### src/rtl/core/kpd_pkg.sv
`timescale 1ns / 1ps
`default_nettype none
// ----------------------------------------------------------------------------
// kpd_pkg - shared types and constants of the keypad scanner
// Register indexes, reset values, key codes and the key decode function.
// ----------------------------------------------------------------------------
package kpd_pkg;

    localparam int unsigned SETTLE_W = 16;
    localparam int unsigned HIT_W    = 7;
    localparam int unsigned CHECK_W  = 8;
    localparam int unsigned ROW_W    = 4;
    localparam int unsigned COL_W    = 4;
    localparam int unsigned CODE_W   = 4;
    localparam int unsigned CFG_W    = 16;
    localparam int unsigned CFG_IDX_W = 2;

    typedef enum logic [CFG_IDX_W-1:0] {
        REG_SETTLE_TICKS  = 2'd0,
        REG_DEBOUNCE_HITS = 2'd1,
        REG_CHECK_LIMIT   = 2'd2
    } t_cfg_reg;

    localparam logic [SETTLE_W-1:0] SETTLE_RESET   = 16'd10000;
    localparam logic [HIT_W-1:0]    DEBOUNCE_RESET = 7'd50;
    localparam logic [CHECK_W-1:0]  CHECK_RESET    = 8'd101;
    localparam logic [HIT_W-1:0]    HIT_MAX        = 7'h7F;

    localparam logic [CODE_W-1:0] KEY_NONE = 4'd12;
    localparam logic [CODE_W-1:0] KEY_SET  = 4'd10;
    localparam logic [CODE_W-1:0] KEY_GO   = 4'd11;
    localparam logic [CODE_W-1:0] KEY_MULTI = 4'd0;

    localparam logic [COL_W-1:0] COL_FIRST = 4'b1000;

    typedef struct packed {
        logic [SETTLE_W-1:0] settle_ticks;
        logic [HIT_W-1:0]    debounce_hits;
        logic [CHECK_W-1:0]  check_limit;
    } t_cfg;

    typedef struct packed {
        logic [COL_W-1:0]  column_drive;
        logic              key_valid;
        logic [CODE_W-1:0] key_code;
    } t_result;

    // latched column is 1..4 (0 = nothing latched), rows must be one-hot
    function automatic logic [CODE_W-1:0] decode_key(
        input logic [2:0]       col,
        input logic [ROW_W-1:0] rows
    );
        logic [CODE_W-1:0] code;
        logic [1:0]        c;
        logic [1:0]        r;
        logic              one_hot;
        c       = 2'(col - 3'd1);
        r       = 2'd0;
        one_hot = 1'b1;
        case (rows)
            4'b0001: r = 2'd0;
            4'b0010: r = 2'd1;
            4'b0100: r = 2'd2;
            4'b1000: r = 2'd3;
            default: one_hot = 1'b0;
        endcase
        if (c == 2'd3) begin
            code = KEY_NONE;
        end else if (r == 2'd3) begin
            case (c)
                2'd0:    code = KEY_SET;
                2'd1:    code = 4'd0;
                default: code = KEY_GO;
            endcase
        end else begin
            code = CODE_W'({2'b00, r} * 4'd3 + {2'b00, c} + 4'd1);
        end
        if (col == 3'd0 || col > 3'd4) begin
            code = KEY_NONE;
        end else if (!one_hot) begin
            code = KEY_MULTI;
        end
        return code;
    endfunction

endpackage : kpd_pkg
`default_nettype wire

### src/rtl/core/kpd_in_if.sv
`timescale 1ns / 1ps
`default_nettype none
// ----------------------------------------------------------------------------
// kpd_in_if - row sample channel
// One beat per scan tick, carrying the sampled row lines.
// ----------------------------------------------------------------------------
interface kpd_in_if;
    logic                     valid;
    logic                     ready;
    logic [kpd_pkg::ROW_W-1:0] row_lines;

    modport source (output valid, output row_lines, input ready);
    modport sink   (input valid, input row_lines, output ready);
endinterface : kpd_in_if
`default_nettype wire

### src/rtl/core/kpd_out_if.sv
`timescale 1ns / 1ps
`default_nettype none
// ----------------------------------------------------------------------------
// kpd_out_if - scan result channel
// One beat per tick: column drive, key valid flag and key code.
// ----------------------------------------------------------------------------
interface kpd_out_if;
    logic                       valid;
    logic                       ready;
    logic [kpd_pkg::COL_W-1:0]  column_drive;
    logic                       key_valid;
    logic [kpd_pkg::CODE_W-1:0] key_code;

    modport source (output valid, output column_drive, output key_valid,
                    output key_code, input ready);
    modport sink   (input valid, input column_drive, input key_valid,
                    input key_code, output ready);
endinterface : kpd_out_if
`default_nettype wire

### src/rtl/core/kpd_scan.sv
`timescale 1ns / 1ps
`default_nettype none
// ----------------------------------------------------------------------------
// kpd_scan - column scan and debounce state
// Holds the scan state and advances it by one tick on each accepted beat.
// ----------------------------------------------------------------------------
module kpd_scan (
    input  wire logic                      i_clk,
    input  wire logic                      i_rst_n,
    input  wire logic                      i_step,
    input  wire logic [kpd_pkg::ROW_W-1:0] i_rows,
    input  wire kpd_pkg::t_cfg             i_cfg,
    output kpd_pkg::t_result               o_result
);
    import kpd_pkg::*;

    logic [1:0]          r_col_idx,    n_col_idx;
    logic                r_checking,   n_checking;
    logic [SETTLE_W-1:0] r_settle_cnt, n_settle_cnt;
    logic [CHECK_W-1:0]  r_check_cnt,  n_check_cnt;
    logic [HIT_W-1:0]    r_hit_cnt,    n_hit_cnt;
    logic [2:0]          r_lat_col,    n_lat_col;
    logic [ROW_W-1:0]    r_lat_rows,   n_lat_rows;

    logic               col_end;
    logic               done;
    logic [CHECK_W-1:0] limit;
    logic [CHECK_W-1:0] chk_inc;
    logic [HIT_W-1:0]   hit_upd;

    always_comb begin
        n_col_idx    = r_col_idx;
        n_checking   = r_checking;
        n_settle_cnt = r_settle_cnt;
        n_check_cnt  = r_check_cnt;
        n_hit_cnt    = r_hit_cnt;
        n_lat_col    = r_lat_col;
        n_lat_rows   = r_lat_rows;
        col_end      = 1'b0;
        limit        = (i_cfg.check_limit == '0) ? CHECK_W'(1) : i_cfg.check_limit;
        chk_inc      = r_check_cnt + CHECK_W'(1);
        hit_upd      = '0;

        if (!r_checking) begin
            if (r_settle_cnt < i_cfg.settle_ticks) begin
                n_settle_cnt = r_settle_cnt + SETTLE_W'(1);
            end else if (i_rows != '0) begin
                n_checking  = 1'b1;
                n_check_cnt = '0;
            end else begin
                col_end = 1'b1;
            end
        end else begin
            n_check_cnt = chk_inc;
            if (i_rows != '0) begin
                hit_upd    = (r_hit_cnt < HIT_MAX) ? r_hit_cnt + HIT_W'(1) : r_hit_cnt;
                n_lat_col  = {1'b0, r_col_idx} + 3'd1;
                n_lat_rows = i_rows;
            end
            n_hit_cnt = hit_upd;
            if (hit_upd >= i_cfg.debounce_hits || chk_inc >= limit) begin
                col_end = 1'b1;
            end
        end

        done = col_end && (r_col_idx == 2'd3);
        if (col_end && !done) begin
            n_col_idx    = r_col_idx + 2'd1;
            n_checking   = 1'b0;
            n_settle_cnt = '0;
            n_check_cnt  = '0;
        end

        o_result.column_drive = COL_FIRST >> r_col_idx;
        o_result.key_valid    = done;
        o_result.key_code     = done ? decode_key(n_lat_col, n_lat_rows) : '0;

        // scan restart
        if (done) begin
            n_col_idx    = '0;
            n_checking   = 1'b0;
            n_settle_cnt = '0;
            n_check_cnt  = '0;
            n_hit_cnt    = '0;
            n_lat_col    = '0;
            n_lat_rows   = '0;
        end
    end

    always_ff @(posedge i_clk) begin
        if (!i_rst_n) begin
            r_col_idx    <= '0;
            r_checking   <= 1'b0;
            r_settle_cnt <= '0;
            r_check_cnt  <= '0;
            r_hit_cnt    <= '0;
            r_lat_col    <= '0;
            r_lat_rows   <= '0;
        end else if (i_step) begin
            r_col_idx    <= n_col_idx;
            r_checking   <= n_checking;
            r_settle_cnt <= n_settle_cnt;
            r_check_cnt  <= n_check_cnt;
            r_hit_cnt    <= n_hit_cnt;
            r_lat_col    <= n_lat_col;
            r_lat_rows   <= n_lat_rows;
        end
    end

endmodule : kpd_scan
`default_nettype wire

### src/rtl/core/matrix_keypad_scan_debounce.sv
`timescale 1ns / 1ps
`default_nettype none
// ----------------------------------------------------------------------------
// matrix_keypad_scan_debounce - 4x4 keypad column scanner with debounce
// Each input beat is one scan tick with the sampled row lines. Every tick
// gives one output beat: the column driven during that tick, and on the tick
// that ends a scan key_valid with the decoded key (1-9, 0, 10 SET, 11 GO,
// 12 letter or no key, 0 for several rows at once).
// Configuration: settle time, debounce hit count and check limit, written on
// the plain write port while the block is idle, a rule on the user that the
// block itself does not enforce; effective from the next beat. Each output
// beat comes in the cycle after its input beat, from an output register.
// Throughput: one beat per cycle, set by the state update in kpd_scan. While
// the output register is full and the receiver stalls, the input is held
// off; a beat is taken in the same cycle the pending result leaves.
// Reset: synchronous, active low; scan restarts at column one in the settle
// phase, registers return to 10000 / 50 / 101, the output register empties.
// ----------------------------------------------------------------------------
module matrix_keypad_scan_debounce (
    input  wire logic                          i_clk,
    input  wire logic                          i_rst_n,
    kpd_in_if.sink                             i_row,
    kpd_out_if.source                          o_key,
    input  wire logic                          i_cfg_we,
    input  wire logic [kpd_pkg::CFG_IDX_W-1:0] i_cfg_idx,
    input  wire logic [kpd_pkg::CFG_W-1:0]     i_cfg_data
);
    import kpd_pkg::*;

    t_cfg    r_cfg;
    t_result scan_res;
    t_result r_out;
    logic    r_out_valid;
    logic    in_take;

    assign i_row.ready = !r_out_valid || o_key.ready;
    assign in_take     = i_row.valid && i_row.ready;

    always_ff @(posedge i_clk) begin
        if (!i_rst_n) begin
            r_cfg.settle_ticks  <= SETTLE_RESET;
            r_cfg.debounce_hits <= DEBOUNCE_RESET;
            r_cfg.check_limit   <= CHECK_RESET;
        end else if (i_cfg_we) begin
            case (t_cfg_reg'(i_cfg_idx))
                REG_SETTLE_TICKS:  r_cfg.settle_ticks  <= i_cfg_data;
                REG_DEBOUNCE_HITS: r_cfg.debounce_hits <= i_cfg_data[HIT_W-1:0];
                REG_CHECK_LIMIT:   r_cfg.check_limit   <= i_cfg_data[CHECK_W-1:0];
                default: ;
            endcase
        end
    end

    kpd_scan u_scan (
        .i_clk    (i_clk),
        .i_rst_n  (i_rst_n),
        .i_step   (in_take),
        .i_rows   (i_row.row_lines),
        .i_cfg    (r_cfg),
        .o_result (scan_res)
    );

    always_ff @(posedge i_clk) begin
        if (!i_rst_n) begin
            r_out_valid <= 1'b0;
        end else if (in_take) begin
            r_out_valid <= 1'b1;
        end else if (o_key.ready) begin
            r_out_valid <= 1'b0;
        end
        if (in_take) begin
            r_out <= scan_res;
        end
    end

    assign o_key.valid        = r_out_valid;
    assign o_key.column_drive = r_out.column_drive;
    assign o_key.key_valid    = r_out.key_valid;
    assign o_key.key_code     = r_out.key_code;

    a_drive_onehot: assert property (@(posedge i_clk) disable iff (!i_rst_n)
        o_key.valid |-> $onehot(o_key.column_drive))
        else $error("column drive not one-hot");

    a_code_idle: assert property (@(posedge i_clk) disable iff (!i_rst_n)
        o_key.valid && !o_key.key_valid |-> o_key.key_code == '0)
        else $error("key code set without key valid");

    a_code_range: assert property (@(posedge i_clk) disable iff (!i_rst_n)
        o_key.valid && o_key.key_valid |-> o_key.key_code <= KEY_NONE)
        else $error("key code out of range");

    a_beat_out: assert property (@(posedge i_clk) disable iff (!i_rst_n)
        in_take |=> o_key.valid)
        else $error("accepted beat gave no result");

endmodule : matrix_keypad_scan_debounce
`default_nettype wire
### src/flat_wrapper.sv
// flat-port wrapper written by rule: the top's interface ports become plain ports
module matrix_keypad_scan_debounce_flat import kpd_pkg::*;
  (i_clk, i_rst_n, i_cfg_we, i_cfg_idx, i_cfg_data, i_row_valid, i_row_row_lines, i_row_ready, o_key_valid, o_key_column_drive, o_key_key_valid, o_key_key_code, o_key_ready);
  kpd_in_if i_row_i ();
  kpd_out_if o_key_i ();
  input  wire logic i_clk;
  input  wire logic i_rst_n;
  input  wire logic i_cfg_we;
  input  wire logic [kpd_pkg::CFG_IDX_W-1:0] i_cfg_idx;
  input  wire logic [kpd_pkg::CFG_W-1:0] i_cfg_data;
  input wire logic [$bits(i_row_i.valid)-1:0] i_row_valid;
  input wire logic [$bits(i_row_i.row_lines)-1:0] i_row_row_lines;
  output wire logic [$bits(i_row_i.ready)-1:0] i_row_ready;
  output wire logic [$bits(o_key_i.valid)-1:0] o_key_valid;
  output wire logic [$bits(o_key_i.column_drive)-1:0] o_key_column_drive;
  output wire logic [$bits(o_key_i.key_valid)-1:0] o_key_key_valid;
  output wire logic [$bits(o_key_i.key_code)-1:0] o_key_key_code;
  input wire logic [$bits(o_key_i.ready)-1:0] o_key_ready;
  assign i_row_i.valid = i_row_valid;
  assign i_row_i.row_lines = i_row_row_lines;
  assign i_row_ready = i_row_i.ready;
  assign o_key_valid = o_key_i.valid;
  assign o_key_column_drive = o_key_i.column_drive;
  assign o_key_key_valid = o_key_i.key_valid;
  assign o_key_key_code = o_key_i.key_code;
  assign o_key_i.ready = o_key_ready;
  matrix_keypad_scan_debounce u_core (.i_clk(i_clk), .i_rst_n(i_rst_n), .i_row(i_row_i), .o_key(o_key_i), .i_cfg_we(i_cfg_we), .i_cfg_idx(i_cfg_idx), .i_cfg_data(i_cfg_data));
endmodule
### config.mk
export PLATFORM = sky130hd
export DESIGN_NAME = matrix_keypad_scan_debounce_flat
export DESIGN_NICKNAME = d
export VERILOG_FILES = /design/src/rtl/core/kpd_pkg.sv /design/src/rtl/core/kpd_in_if.sv /design/src/rtl/core/kpd_out_if.sv /design/src/rtl/core/kpd_scan.sv /design/src/rtl/core/matrix_keypad_scan_debounce.sv /design/src/flat_wrapper.sv
export SDC_FILE = /design/constraint.sdc
export NUM_CORES = 1
export LEC_CHECK = 0
export ABC_AREA = 1
export BUFFER_PORTS_ARGS = -buffer_cell sky130_fd_sc_hd__buf_2
export CORE_ASPECT_RATIO = 0.7
export CORE_UTILIZATION = 60
export DETAILED_ROUTE_END_ITERATION = 8
export PLACE_DENSITY = 0.79
export SLEW_MARGIN = 20
export SYNTH_ARGS = -nofsm -noshare
export SYNTH_HDL_FRONTEND = slang
export SYNTH_HIERARCHICAL = 1
export SYNTH_SLANG_ARGS = --single-unit
### constraint.sdc
create_clock -name i_clk -period 11.2 [get_ports i_clk]
set_input_delay 3.36 -clock i_clk [delete_from_list [all_inputs] [get_ports i_clk]]
set_output_delay 3.36 -clock i_clk [all_outputs]
set_load 0.01 [all_outputs]
Word level (Yosys, flattened, before mapping) --
Cells that the tools add are included.
Storage, ports and cells: flip-flop bits (word level) 82, input bits 27, output and inout port bits 11, word-level logic and storage cells 112
Operators by class: add/subtract/negate cells 8, multiply operators 1, order comparisons 5, equal/unequal tests 12, shift operators 1, muxes and demuxes 41, bitwise gates (word level) 2, reduce and logical (&&, ||, !) cells 27
Operators by type and width (count):
- 16-bit 2-to-1 mux | 4
- 8-bit 2-to-1 mux | 6
- 7-bit 2-to-1 mux | 5
- 4-bit 2-to-1 mux | 7
- 16-bit by 1-bit adder with 16-bit output (second input constant) | 1
- 16-bit less-than comparator | 1
- 1-bit 2-to-1 mux | 12
- 2-bit AND reduction | 5
- 3-bit 2-to-1 mux | 3
- 8-bit by 1-bit adder with 8-bit output (second input constant) | 1
- 2-bit equality test (second input constant) | 4
- 8-bit >= comparator | 1
- 8-bit zero test | 1
- 4-bit case mux with 2 select lines | 1
- 4-bit nonzero test | 2
- 4-bit OR reduction | 2
- 7-bit by 1-bit adder with 7-bit output (second input constant) | 1
- 7-bit >= comparator | 1
- 7-bit less-than comparator (second input constant) | 1
- 2-bit case mux with 3 select lines | 1
- 3-bit AND reduction | 2
- 2-bit nonzero test | 3
- 4-bit by 1-bit adder with 4-bit output (second input constant) | 1
- 4-bit by 2-bit adder with 4-bit output | 1
- 21 further kinds | 30

Logic depth before layout (Yosys ltp) --
depth after elaboration 13, gate-level depth with buffers 21, gate-level depth less buffers 21

By module --
Netlist, hierarchy kept.
By module, submodules not included:
- kpd_scan | instances 1, cells an instance 541, area an instance 3589.7 um2, seq. area each 820.8 um2
- matrix_keypad_scan_debounce | instances 1, cells an instance 195, area an instance 1602.8 um2, seq. area each 910.9 um2

Worst setup path before layout --
No wires, ideal clock.
path type input -> output, start input o_key_ready, end output i_row_ready, arrival 3494 ps, required time 7840 ps, setup slack 4346 ps, stages 2, buffers on the path 0, cell sequence inv_1 nand2_1
On the way: word-level cells in the longest chain between the ends 1
Ends and longest elaborated chain:
- from (decl) | RTL line flat_wrapper.sv:18 | input wire logic [$bits(o_key_i.ready)-1:0] o_key_ready;
- 1-bit logical OR | RTL line matrix_keypad_scan_debounce.sv:36 | assign i_row.ready = !r_out_valid || o_key.ready;
- to (decl) | RTL line flat_wrapper.sv:13 | output wire logic [$bits(i_row_i.ready)-1:0] i_row_ready;
Every way passes these cells.

Worst setup path after layout --
Ends and elaborated chain as after synthesis.

==> results.json <==
{
  "yosys_warnings": 6,
  "clockBufferDepth": 2,
  "grt_max_degree": 38,
  "rows": 27,
  "fin_skew_ps": 6.59,
  "core_area_um2": 8110,
  "place_ws_ps": 4080,
  "hold_ws_ps": 463,
  "critPathRequiredTime_ps": 7840,
  "drive_gt1_share_pct": 12.5,
  "max_freq_mhz": 140,
  "routed_wirelength_um": 12200,
  "clkTransAtPathRegs_ps": 60,
  "synth-edff-count": 9,
  "die_w_um": 113,
  "die_h_um": 79.8,
  "avgSynthCellArea_um2": 7.06,
  "synth_cells": 736,
  "hold_violations": 0,
  "yosysUniqueCellTypes": 44,
  "maxSlewViolCount": 0,
  "avgViaCountPerCell": 5.49,
  "grt_use_total_pct": 29.2,
  "yosysSeqAreaShare_pct": 33.3,
  "grt_pass1_wl_um": 20600,
  "syn2layout_area_growth_pct": 9.40,
  "ant_nets": 0,
  "io_pins": 38,
  "timing_worst_setup_path_type": "in -> out",
  "gp_congestion": 0.855,
  "slew_headroom_pct": 51.3,
  "grt_pass1_vias": 4502,
  "hold_path_class": "reg -> reg",
  "drt-pass1-iter-count": 5,
  "p_leak_nw": 2.84,
  "drc": 0,
  "drv_cap": 0,
  "cts_tree": "yes",
  "synth_ff_type": "dfxtp_1",
  "fin_tns_setup_ps": 0,
  "setup_viol": 0,
  "finish.utilization_pct": 70.1,
  "postCtsResizedCells": 0,
  "syn_nets": 808,
  "htreeDepth": 3,
  "fin_crit_sh_pct": 63.6,
  "netlist_area_um2": 5190,
  "antenna_cells": 0,
  "cp.arrival_ps": 3770,
  "ys_ff_latch": 82,
  "nNetsFinal": 834,
  "worst_pin_slew_ps": 730,
  "powerDensity_nw_per_um2": 117,
  "final_common_cell": "nand2_1",
  "hpwl_um": 9230,
  "cts_hold_buffers": 0,
  "via_count": 4766,
  "end_kind": "output port",
  "start_kind": "primary input",
  "die_area_um2": 9040,
  "timing.final.ws_setup_ps": 4070,
  "drt_iter0_markers": 347,
  "routedWlPerCell_um": 14.1,
  "final_cell_mix": "144 x nand2_1, 122 x inv_1, 78 x nor2_1, 73 x dfxtp_1, 67 x nand3_1",
  "ir_drop_v": 0.000115,
  "period_needed_ps": 7130,
  "crit_fanout": 2,
  "io_buffers": 37,
  "clkLatencyLatePin_ps": 340,
  "initial_core_util_pct": 64.0,
  "cts_setup_buffers": 0,
  "clock_sinks": 82,
  "rsz0062_at_grt": "false",
  "cts_inserted_buffers": 9,
  "status": "finished, final reports clean",
  "cts-root-buf": "clkbuf_16",
  "overflow": 0,
  "antenna_found_initial": 0,
  "async_reset_ff_share_pct": 0
}
[metrics by stage]
step	total power, mW	std cells	cell area, um2
floorplan	0.353	736	5190
global placement	0.367	852	5380
detailed placement	0.371	852	5380
CTS	0.668	868	5680
global route	0.689	868	5680
finish	0.663	868	5680
[flip-flops by register name (all words and copies together), names as in the netlist, 2 cells and up]
name,flops
u_core/o_key.key_code,4
u_core/r_cfg,31
u_core/u_scan/r_lat_rows,4
u_core/u_scan/r_lat_col,3
u_core/o_key.column_drive,4
u_core/u_scan/r_settle_cnt,16
u_core/u_scan/r_col_idx,2
u_core/u_scan/r_check_cnt,8
u_core/u_scan/r_hit_cnt,7
[cell usage after synthesis, types with 2 or more instances]
cell | number | area (um2)
nand2_1 | 144 | 541
o21ai_1 | 5 | 25.0
nor3_1 | 12 | 60.1
a21oi_1 | 57 | 285
clkbuf_1 | 5 | 18.8
nor2_4 | 2 | 22.5
o21bai_1 | 4 | 30.0
edfxtp_1 | 9 | 270
nand2_4 | 5 | 56.3
inv_1 | 122 | 458
nand3_1 | 67 | 335
buf_6 | 4 | 45.0
nand3b_1 | 4 | 30.0
o21a_1 | 3 | 22.5
o21ai_2 | 2 | 17.5
nor2_1 | 78 | 293
nand3_2 | 4 | 40.0
inv_2 | 9 | 33.8
buf_2 | 8 | 40.0
nand2_2 | 11 | 68.8
buf_4 | 2 | 15.0
dfxtp_1 | 73 | 1460
ha_1 | 43 | 538
buf_1 | 3 | 11.3
xor2_1 | 8 | 70.1
fa_1 | 2 | 40.0
o21ai_0 | 14 | 70.1
nand4_1 | 20 | 125
[final timing paths]
path	startpoint	to	slack (ps)	cells past startpoint
worst max-delay path	o_key_ready	i_row_ready	4070	4
worst min register to register	u_core/r_cfg[13]$_SDFFE_PN1P_	u_core/r_cfg[13]$_SDFFE_PN1P_	460	2
worst max register to register	u_core/u_scan/r_checking$_SDFFE_PN0P_	u_core/o_key.key_code[2]$_DFFE_PP_	7810	13
worst min-delay path	u_core/r_cfg[13]$_SDFFE_PN1P_	u_core/r_cfg[13]$_SDFFE_PN1P_	460	2
[logic make-up (layout without fill, tap and decap cells)]
| group | Yosys count | in the layout | synth area share, % |
|---|---|---|---|
| XOR/XNOR | 9 | 9 | 1.52 |
| flip-flops | 82 | 82 | 33.3 |
| AND/OR/NAND/NOR | 353 | 353 | 31.8 |
| AO/OA/AOI/OAI | 90 | 90 | 9.69 |
| buffers and inverters | 157 | 188 | 12.6 |
| adder cells (fa/ha/maj) | 45 | 45 | 11.1 |
[critical path, stage by stage]
cell	delay, ps
buf_2	100
inv_1	100
nand2_1	70
buf_2	140
[where the power goes]
group	switching, mW	internal [mW]	leakage [nW]	total (mW)
logic	0.0373	0.0179	2.02	0.0553
registers	0.00523	0.305	0.681	0.310
clock network	0.124	0.174	0.146	0.298
[cell type report]
cell class              count  area [um2]
repair buffers             38         193
clock buffers               9         225
flip-flops and latches     82        1730
fillers                   702        2430
clock inverters             7        77.6
inverters                 134         507
well taps                 101         126
multi-input cells         497        2820
[routing by layer]
layer  vias up  track usage [%]  wire [um]
met5         -                0          0
met4         0             9.21        185
met3        17             5.32        779
met2       171             46.9       5450
met1      2171             39.8       5780
li1       2407                -          -
(Power assumes the default switching activity.)
